$ cat config.mk
export PLATFORM = sky130hd
export DESIGN_NAME = telnet_option_refuser
export DESIGN_NICKNAME = d
export VERILOG_FILES = /design/src/tor_pkg.sv /design/src/tor_front.sv /design/src/tor_queue.sv /design/src/tor_back.sv /design/src/telnet_option_refuser.sv
export SDC_FILE = /design/constraint.sdc
export NUM_CORES = 1
export LEC_CHECK = 0
export ABC_AREA = 1
export BUFFER_PORTS_ARGS = -buffer_cell sky130_fd_sc_hd__buf_2
export CORE_ASPECT_RATIO = 1.25
export CORE_MARGIN = 3
export CORE_UTILIZATION = 25
export DETAILED_ROUTE_END_ITERATION = 8
export PLACE_DENSITY_LB_ADDON = 0.1
export SLEW_MARGIN = 0
export SYNTH_ARGS = -nofsm -noshare
export SYNTH_HDL_FRONTEND = slang
export SYNTH_HIERARCHICAL = 1
export SYNTH_SLANG_ARGS = --single-unit
export TNS_END_PERCENT = 5
$ cat constraint.sdc
create_clock -name clk -period 3.7 [get_ports clk]
set_input_delay 0.74 -clock clk [delete_from_list [all_inputs] [get_ports clk]]
set_output_delay 0.74 -clock clk [all_outputs]
set_load 0.1 [all_outputs]
$ cat src/tor_pkg.sv
package tor_pkg;

    localparam logic [7:0] TN_IAC     = 8'd255;
    localparam logic [7:0] TN_WILL    = 8'd251;
    localparam logic [7:0] TN_WONT    = 8'd252;
    localparam logic [7:0] TN_DO      = 8'd253;
    localparam logic [7:0] TN_DONT    = 8'd254;
    localparam logic [7:0] TN_OPT_SGA = 8'd3;

    localparam logic CMD_BYTE    = 1'b0;
    localparam logic CMD_RESTART = 1'b1;

    localparam logic KIND_DATA  = 1'b0;
    localparam logic KIND_REPLY = 1'b1;

    localparam int CAP_W = 17;
    localparam int POS_W = 16;
    localparam logic [CAP_W-1:0] CAP_MAX   = 17'd65536;
    localparam logic [CAP_W-1:0] CAP_RESET = 17'd2048;

    localparam int QUEUE_DEPTH_DEF = 4;

    localparam int PADDR_W = 3;
    localparam logic REG_CAPACITY = 1'b0;

    typedef enum logic [1:0] {
        PH_DATA = 2'd0,
        PH_IAC  = 2'd1,
        PH_VERB = 2'd2
    } parse_phase_t;

    typedef enum logic [1:0] {
        VERB_WILL = 2'd0,
        VERB_WONT = 2'd1,
        VERB_DO   = 2'd2,
        VERB_DONT = 2'd3
    } verb_t;

    typedef enum logic [1:0] {
        BEAT_IAC    = 2'd0,
        BEAT_VERB   = 2'd1,
        BEAT_OPTION = 2'd2
    } beat_t;

    typedef struct packed {
        logic       command;
        logic [7:0] rx_byte;
    } in_word_t;

    typedef struct packed {
        logic             kind;
        logic [7:0]       value;
        logic [POS_W-1:0] position;
        logic             last;
    } out_word_t;

    typedef struct packed {
        logic             is_reply;
        logic [7:0]       value;
        logic [POS_W-1:0] position;
        logic [7:0]       reply_verb;
    } op_t;

    typedef struct packed {
        logic full;
        logic empty;
    } queue_status_t;

endpackage

$ cat src/tor_front.sv
module tor_front
    import tor_pkg::*;
(
    input  logic                 clk,
    input  logic                 rst_n,
    input  logic                 in_valid,
    output logic                 in_stall,
    input  in_word_t             in_word,
    input  logic [CAP_W-1:0]     capacity,
    input  queue_status_t        queue_status,
    output logic                 push,
    output op_t                  push_op
);

    parse_phase_t      phase_reg, phase_next;
    verb_t             verb_reg, verb_next;
    logic [CAP_W-1:0]  space_reg, space_next;
    logic [POS_W-1:0]  windex_reg, windex_next;
    logic              accept;
    logic [CAP_W-1:0]  capped;
    logic [7:0]        b;
    logic              sga;
    logic [7:0]        reply;

    assign in_stall = queue_status.full;
    assign accept   = in_valid && !queue_status.full;
    assign capped   = (capacity > CAP_MAX) ? CAP_MAX : capacity;
    assign b        = in_word.rx_byte;
    assign sga      = (b == TN_OPT_SGA);

    always_comb
    begin
        case (verb_reg)
            VERB_WONT: reply = TN_DONT;
            VERB_DONT: reply = TN_WONT;
            VERB_DO:   reply = sga ? TN_WILL : TN_WONT;
            default:   reply = sga ? TN_DO : TN_DONT;
        endcase
    end

    always_comb
    begin
        phase_next  = phase_reg;
        verb_next   = verb_reg;
        space_next  = space_reg;
        windex_next = windex_reg;
        push        = 1'b0;
        push_op     = '{is_reply: KIND_DATA, value: b, position: windex_reg, reply_verb: reply};
        if (accept)
        begin
            if (in_word.command == CMD_RESTART)
            begin
                space_next  = capped;
                windex_next = '0;
            end
            else
            begin
                case (phase_reg)
                    PH_IAC:
                    begin
                        phase_next = PH_DATA;
                        if (b == TN_IAC)
                        begin
                            push = (space_reg != '0);
                        end
                        else if (b >= TN_WILL && b <= TN_DONT)
                        begin
                            verb_next  = verb_t'(b[1:0] + 2'd1);
                            phase_next = PH_VERB;
                        end
                    end
                    PH_VERB:
                    begin
                        phase_next       = PH_DATA;
                        push             = 1'b1;
                        push_op.is_reply = KIND_REPLY;
                        push_op.position = '0;
                    end
                    default:
                    begin
                        if (b == TN_IAC)
                        begin
                            phase_next = PH_IAC;
                        end
                        else
                        begin
                            phase_next = PH_DATA;
                            push       = (space_reg != '0);
                        end
                    end
                endcase
                if (push && !push_op.is_reply)
                begin
                    windex_next = windex_reg + 1'b1;
                    space_next  = space_reg - 1'b1;
                end
            end
        end
    end

    always_ff @(posedge clk or negedge rst_n)
    begin
        if (!rst_n)
        begin
            phase_reg  <= PH_DATA;
            verb_reg   <= VERB_WILL;
            space_reg  <= CAP_RESET;
            windex_reg <= '0;
        end
        else
        begin
            phase_reg  <= phase_next;
            verb_reg   <= verb_next;
            space_reg  <= space_next;
            windex_reg <= windex_next;
        end
    end

endmodule

$ cat src/tor_queue.sv
module tor_queue
    import tor_pkg::*;
#(
    parameter int DEPTH = QUEUE_DEPTH_DEF
)
(
    input  logic           clk,
    input  logic           rst_n,
    input  logic           push,
    input  op_t            push_op,
    input  logic           pop,
    output op_t            head_op,
    output queue_status_t  status
);

    localparam int PTR_W = (DEPTH > 1) ? $clog2(DEPTH) : 1;
    localparam int CNT_W = $clog2(DEPTH + 1);
    localparam logic [PTR_W-1:0] LAST_PTR = PTR_W'(DEPTH - 1);
    localparam logic [CNT_W-1:0] FULL_CNT = CNT_W'(DEPTH);

    op_t               mem_reg [DEPTH];
    logic [PTR_W-1:0]  wr_ptr_reg, wr_ptr_next;
    logic [PTR_W-1:0]  rd_ptr_reg, rd_ptr_next;
    logic [CNT_W-1:0]  count_reg, count_next;
    logic              do_push, do_pop;

    assign status.full  = (count_reg == FULL_CNT);
    assign status.empty = (count_reg == '0);
    assign do_push      = push && !status.full;
    assign do_pop       = pop && !status.empty;
    assign head_op      = mem_reg[rd_ptr_reg];

    always_comb
    begin
        wr_ptr_next = wr_ptr_reg;
        rd_ptr_next = rd_ptr_reg;
        count_next  = count_reg;
        if (do_push)
        begin
            wr_ptr_next = (wr_ptr_reg == LAST_PTR) ? '0 : wr_ptr_reg + 1'b1;
        end
        if (do_pop)
        begin
            rd_ptr_next = (rd_ptr_reg == LAST_PTR) ? '0 : rd_ptr_reg + 1'b1;
        end
        case ({do_push, do_pop})
            2'b10:   count_next = count_reg + 1'b1;
            2'b01:   count_next = count_reg - 1'b1;
            default: count_next = count_reg;
        endcase
    end

    always_ff @(posedge clk)
    begin
        if (do_push)
        begin
            mem_reg[wr_ptr_reg] <= push_op;
        end
    end

    always_ff @(posedge clk or negedge rst_n)
    begin
        if (!rst_n)
        begin
            wr_ptr_reg <= '0;
            rd_ptr_reg <= '0;
            count_reg  <= '0;
        end
        else
        begin
            wr_ptr_reg <= wr_ptr_next;
            rd_ptr_reg <= rd_ptr_next;
            count_reg  <= count_next;
        end
    end

endmodule

$ cat src/tor_back.sv
module tor_back
    import tor_pkg::*;
(
    input  logic           clk,
    input  logic           rst_n,
    input  op_t            head_op,
    input  queue_status_t  queue_status,
    output logic           pop,
    output logic           out_valid,
    input  logic           out_stall,
    output out_word_t      out_word
);

    beat_t      beat_reg, beat_next;
    logic       valid_reg, valid_next;
    out_word_t  word_reg, word_next;
    logic       load;

    assign load      = !valid_reg || !out_stall;
    assign out_valid = valid_reg;
    assign out_word  = word_reg;

    always_comb
    begin
        beat_next  = beat_reg;
        valid_next = valid_reg;
        word_next  = word_reg;
        pop        = 1'b0;
        if (load)
        begin
            valid_next = !queue_status.empty;
            if (!queue_status.empty)
            begin
                if (!head_op.is_reply)
                begin
                    word_next = '{kind: KIND_DATA, value: head_op.value,
                                  position: head_op.position, last: 1'b1};
                    pop       = 1'b1;
                end
                else
                begin
                    word_next.kind     = KIND_REPLY;
                    word_next.position = '0;
                    word_next.last     = 1'b0;
                    case (beat_reg)
                        BEAT_IAC:
                        begin
                            word_next.value = TN_IAC;
                            beat_next       = BEAT_VERB;
                        end
                        BEAT_VERB:
                        begin
                            word_next.value = head_op.reply_verb;
                            beat_next       = BEAT_OPTION;
                        end
                        default:
                        begin
                            word_next.value = head_op.value;
                            word_next.last  = 1'b1;
                            beat_next       = BEAT_IAC;
                            pop             = 1'b1;
                        end
                    endcase
                end
            end
        end
    end

    always_ff @(posedge clk or negedge rst_n)
    begin
        if (!rst_n)
        begin
            beat_reg  <= BEAT_IAC;
            valid_reg <= 1'b0;
        end
        else
        begin
            beat_reg  <= beat_next;
            valid_reg <= valid_next;
        end
    end

    always_ff @(posedge clk)
    begin
        word_reg <= word_next;
    end

endmodule

$ cat src/telnet_option_refuser.sv
// Telnet receive-side option refuser.
// Input channel (in_valid / in_stall / in_word): one received byte or a restart
// command per word. Output channel (out_valid / out_stall / out_word): data bytes
// with their buffer position, or three-byte IAC replies, last set on the final
// word caused by an input word.
// An accepted word is written into the op queue, then loaded into the output register.
// Throughput: one input word per cycle while the output side keeps up; a reply
// occupies the output register for three output words, and the op queue between the
// parser and the output sequencer (QUEUE_DEPTH entries) absorbs that until full.
// in_stall rises only when the op queue is full.
// Stall on the output holds out_word; the queue keeps filling, then stalls input.
// Reset: parser in data phase, buffer count at zero with 2048 bytes of space,
// capacity register at 2048, queue empty, no output word valid.
// APB: capacity register at address 0; a new capacity applies at the next restart.
module telnet_option_refuser
    import tor_pkg::*;
#(
    parameter int QUEUE_DEPTH = QUEUE_DEPTH_DEF
)
(
    input  logic                clk,
    input  logic                rst_n,
    input  logic                in_valid,
    output logic                in_stall,
    input  in_word_t            in_word,
    output logic                out_valid,
    input  logic                out_stall,
    output out_word_t           out_word,
    input  logic                psel,
    input  logic                penable,
    input  logic                pwrite,
    input  logic [PADDR_W-1:0]  paddr,
    input  logic [31:0]         pwdata,
    output logic [31:0]         prdata,
    output logic                pready
);

    logic [CAP_W-1:0]  capacity_reg;
    logic              cfg_write;
    logic              push;
    logic              pop;
    op_t               push_op;
    op_t               head_op;
    queue_status_t     queue_status;

    assign pready    = 1'b1;
    assign cfg_write = psel && penable && pwrite && (paddr[2] == REG_CAPACITY);
    assign prdata    = (paddr[2] == REG_CAPACITY) ? {{(32-CAP_W){1'b0}}, capacity_reg} : '0;

    always_ff @(posedge clk or negedge rst_n)
    begin
        if (!rst_n)
        begin
            capacity_reg <= CAP_RESET;
        end
        else if (cfg_write)
        begin
            capacity_reg <= pwdata[CAP_W-1:0];
        end
    end

    tor_front u_front (
        .clk          (clk),
        .rst_n        (rst_n),
        .in_valid     (in_valid),
        .in_stall     (in_stall),
        .in_word      (in_word),
        .capacity     (capacity_reg),
        .queue_status (queue_status),
        .push         (push),
        .push_op      (push_op)
    );

    tor_queue #(
        .DEPTH (QUEUE_DEPTH)
    ) u_queue (
        .clk     (clk),
        .rst_n   (rst_n),
        .push    (push),
        .push_op (push_op),
        .pop     (pop),
        .head_op (head_op),
        .status  (queue_status)
    );

    tor_back u_back (
        .clk          (clk),
        .rst_n        (rst_n),
        .head_op      (head_op),
        .queue_status (queue_status),
        .pop          (pop),
        .out_valid    (out_valid),
        .out_stall    (out_stall),
        .out_word     (out_word)
    );

    a_no_push_when_full: assert property (@(posedge clk) disable iff (!rst_n)
        push |-> !queue_status.full)
        else $error("op pushed into full queue");

    a_data_is_single: assert property (@(posedge clk) disable iff (!rst_n)
        out_valid && out_word.kind == KIND_DATA |-> out_word.last)
        else $error("data word without last");

    a_reply_no_position: assert property (@(posedge clk) disable iff (!rst_n)
        out_valid && out_word.kind == KIND_REPLY |-> out_word.position == '0)
        else $error("reply word with nonzero position");

    a_pop_needs_entry: assert property (@(posedge clk) disable iff (!rst_n)
        pop |-> !queue_status.empty)
        else $error("pop from empty queue");

endmodule
==> flow_summary_export.csv <==
group,metric,value,unit
drt,first_iter_violations,343,
power_and_ir_drop,seqPwrFrac,34.8,%
placement,dp_slack,0.580,ns
min_path,hp-class,"in -> async",
clocking,worstSkewPairLatency,0.55,ns
sta,timing.final.crit_period,2.56,ns
run,cap_viol_max_count,0,
global_routing,grt_pass1_vias,7520,
power_and_ir_drop,clkPwrFrac,24.3,%
clocking,cts_resized,0,
sta,fin_crit_sh,69.3,%
logic_synthesis,yosysTopAreaCell,"edfxtp_1",
drt,route.met2.wl,12300,um
floorplan,die_h,241,um
sta,rsz0062_at_grt,"no",
drt,top_layer,"met4",
cells_and_area,fin_nets,1284,
status,outcome,"completed",
floorplan,coreArea,43400,um2
floorplan,rows,85,
cells_and_area,drive_above_1_share,17.8,%
floorplan,ios,112,
drt,drcViolationCount,0,
clocking,cts_sinks,222,
clocking,cts_made_buffers,27,
drt,avgRoutedWirePerCell,14.0,um
logic_synthesis,synthTopCellsByArea,"edfxtp_1 43%, dfrtp_1 14%, nand2_1 10%",
clocking,htree_levels,1,
sta,fmax,0.390,GHz
drt,vias_per_cell,4.08,
power_and_ir_drop,power_density,814,nW/um2
cells_and_area,instances_no_fill,1805,
sta,setup_viol,0,
power_and_ir_drop,power.switching,4.59,mW
setup_path,rr_endpoint,"u_queue/count_reg[1]",
drt,ant_nets,0,
power_and_ir_drop,switching_share,44.3,%
power_and_ir_drop,irDropWorstVdd,0.000788,V
clocking,cts_hold_buf,0,
global_routing,grt_usage,10.9,%
cells_and_area,largest_reg_flops,132,
global_routing,grt_pass1_wl,41200,um
sta,relSlewSlack,46.0,%
sta,worst_slack,1.14,ns
drt,wl_met1,11400,um
clocking,cts.path.max_buffers,3,
drt,wl_met3,1080,um
setup_path,cp.arrival,1.82,ns
setup_path,r2r-start,"u_front/space_reg[0]",
sta,hold_slack,0.276,ns
global_routing,overflow,0,
placement,portBuffers,78,
floorplan,start_util,25.4,%
sta,worst_pin_slew,0.810,ns
placement,place.gp.congestion,0.735,
setup_path,critical_path_class,"reg -> out",
logic_synthesis,syn_inst,1149,
global_routing,grt_max_degree,65,
drt,vias,7366,
logic_synthesis,synth_cell_type_count,42,
logic_synthesis,yosys_warnings,6,
power_and_ir_drop,p_int,5.77,mW
setup_path,r2r_cells,16,
cells_and_area,syn2layout_area_growth,15.3,%
setup_path,worstPathMaxFanout,4,
logic_synthesis,synth_top_area_share,43.0,%
clocking,postCtsSetupBuffers,0,
cells_and_area,fin_util,29.3,%
power_and_ir_drop,p_leak,5.63,nW
logic_synthesis,ys_ff_latch,222,
logic_synthesis,yosysSeqAreaShare,57.5,%
sta,drv_slew,0,
setup_path,critPathCaptureType,"primary output",
floorplan,die_area,46700,um2
floorplan,die_w,194,um
placement,dp.cells,1755,
global_routing,antenna_found_initial,0,
sta,timing.final.hold_violations,0,
drt,firstDrtPassIters,4,
logic_synthesis,synth_area,11000,um2
drt,routed_wirelength,25300,um
clocking,root_buffer,"clkbuf_16",
setup_path,rrSetupSlack,1.22,ns
placement,dp_hpwl,16300,um
clocking,clkSlewWorstSetupHoldPaths,0.06,ns
sta,finalClockSkew,0.0276,ns
clocking,cts_tree,"done",
sta,setup_tns,0,ns
logic_synthesis,avgSynthCellArea,9.61,um2
power_and_ir_drop,p_comb_share,40.9,%
setup_path,required,2.96,ns
setup_path,crit_path_start_kind,"flop",
cells_and_area,diodes,0,
-- how the worst max path moves through the flow --
stage	start	end	slack [ns]	cells after the start
after floorplan	in_word[0]	u_queue/mem_reg[0][0]	0.18	11
after global placement	in_word[1]	u_queue/count_reg[1]	0.67	15
after detailed placement	in_word[1]	u_queue/count_reg[1]	0.58	15
after CTS	u_queue/count_reg[0]	in_stall	1.08	4
after global routing	u_queue/rd_ptr_reg[0]	u_queue/count_reg[2]	0.92	13
final	u_queue/count_reg[0]	in_stall	1.14	4
-- metal layers --
metal	global-route usage, %	vias up
met5	0	-
met4	2.63	0
met3	1.72	29
met2	19.6	128
met1	13.8	3377
li1	-	3832
-- through the flow --
step	total power, mW	area (um2)
floorplan	7.20	11100
detailed placement	8.00	11900
finish	10.4	12700
CTS	10.6	12700
global route	11.1	12700
global placement	7.99	11900
-- cell type report --
class	count	area [um2]
fill	4648	30700
timing repair buffer	99	611
clock inverter	19	143
clock buffer	31	691
inverter	163	614
multi-input combinational	706	3610
sequential	222	6350
tap	565	707
-- cells in the final DEF, fill, tap and decap left out, drive strengths merged --
| master | n |
|---|---|
| xnor2 | 6 |
| dfstp | 2 |
| buf | 99 |
| ha | 13 |
| o21ai | 26 |
| xor2 | 4 |
| nand2 | 324 |
| a211oi | 1 |
| nor2 | 127 |
| o211ai | 67 |
| nand3b | 1 |
| o22ai | 2 |
| conb | 21 |
| fa | 1 |
| nand3 | 86 |
| clkbuf | 31 |
| clkinv | 17 |
| nor3 | 7 |
| bufinv | 2 |
| nand4 | 6 |
| edfxtp | 158 |
| inv | 163 |
| dfrtp | 62 |
| a21oi | 9 |
| a31oi | 1 |
| or2 | 1 |
| nor3b | 2 |
| nor4 | 1 |
-- cells in the mapped netlist, drive strengths merged --
cell	count
nand2	324
inv	162
edfxtp	158
nor2	127
nand3	86
buf	69
o211ai	67
dfrtp	62
o21ai	26
ha	13
a21oi	9
clkbuf	7
nor3	7
nand4	6
xnor2	6
xor2	4
conb	3
dfstp	2
nor3b	2
o22ai	2
a211oi	1
a31oi	1
clkinv	1
fa	1
nand3b	1
nor4	1
or2	1
-- power groups by stage --
stage	combinational (mW)	sequential (mW)	clock, mW
2_1_floorplan	2.54	4.66	0
3_3_place_gp	4.33	3.66	0
3_5_place_dp	4.34	3.67	0
4_1_cts	4.35	3.62	2.62
5_1_grt	4.69	3.68	2.72
6_report	4.24	3.60	2.51
-- critical path: stages (launching register included) --
cell and delay (ns):
dfrtp_1 0.39, inv_2 0.09, nand3_1 0.20, inv_2 0.16
buf_2 0.44
-- cell families (layout without fill, tap and decap cells) --
group	after synthesis	in the layout	share of synthesized area [%]
adders and majority gates	14	14	1.65
buffers and inverters	239	312	10.7
AOI/OAI and AO/OA	106	106	7.91
DFF	222	222	57.5
and+or+nand+nor	555	555	21.3
other	3	21	0.102
xor gates and xnor gates	10	10	0.793
Note: power is estimated with default switching activity, not from simulation.
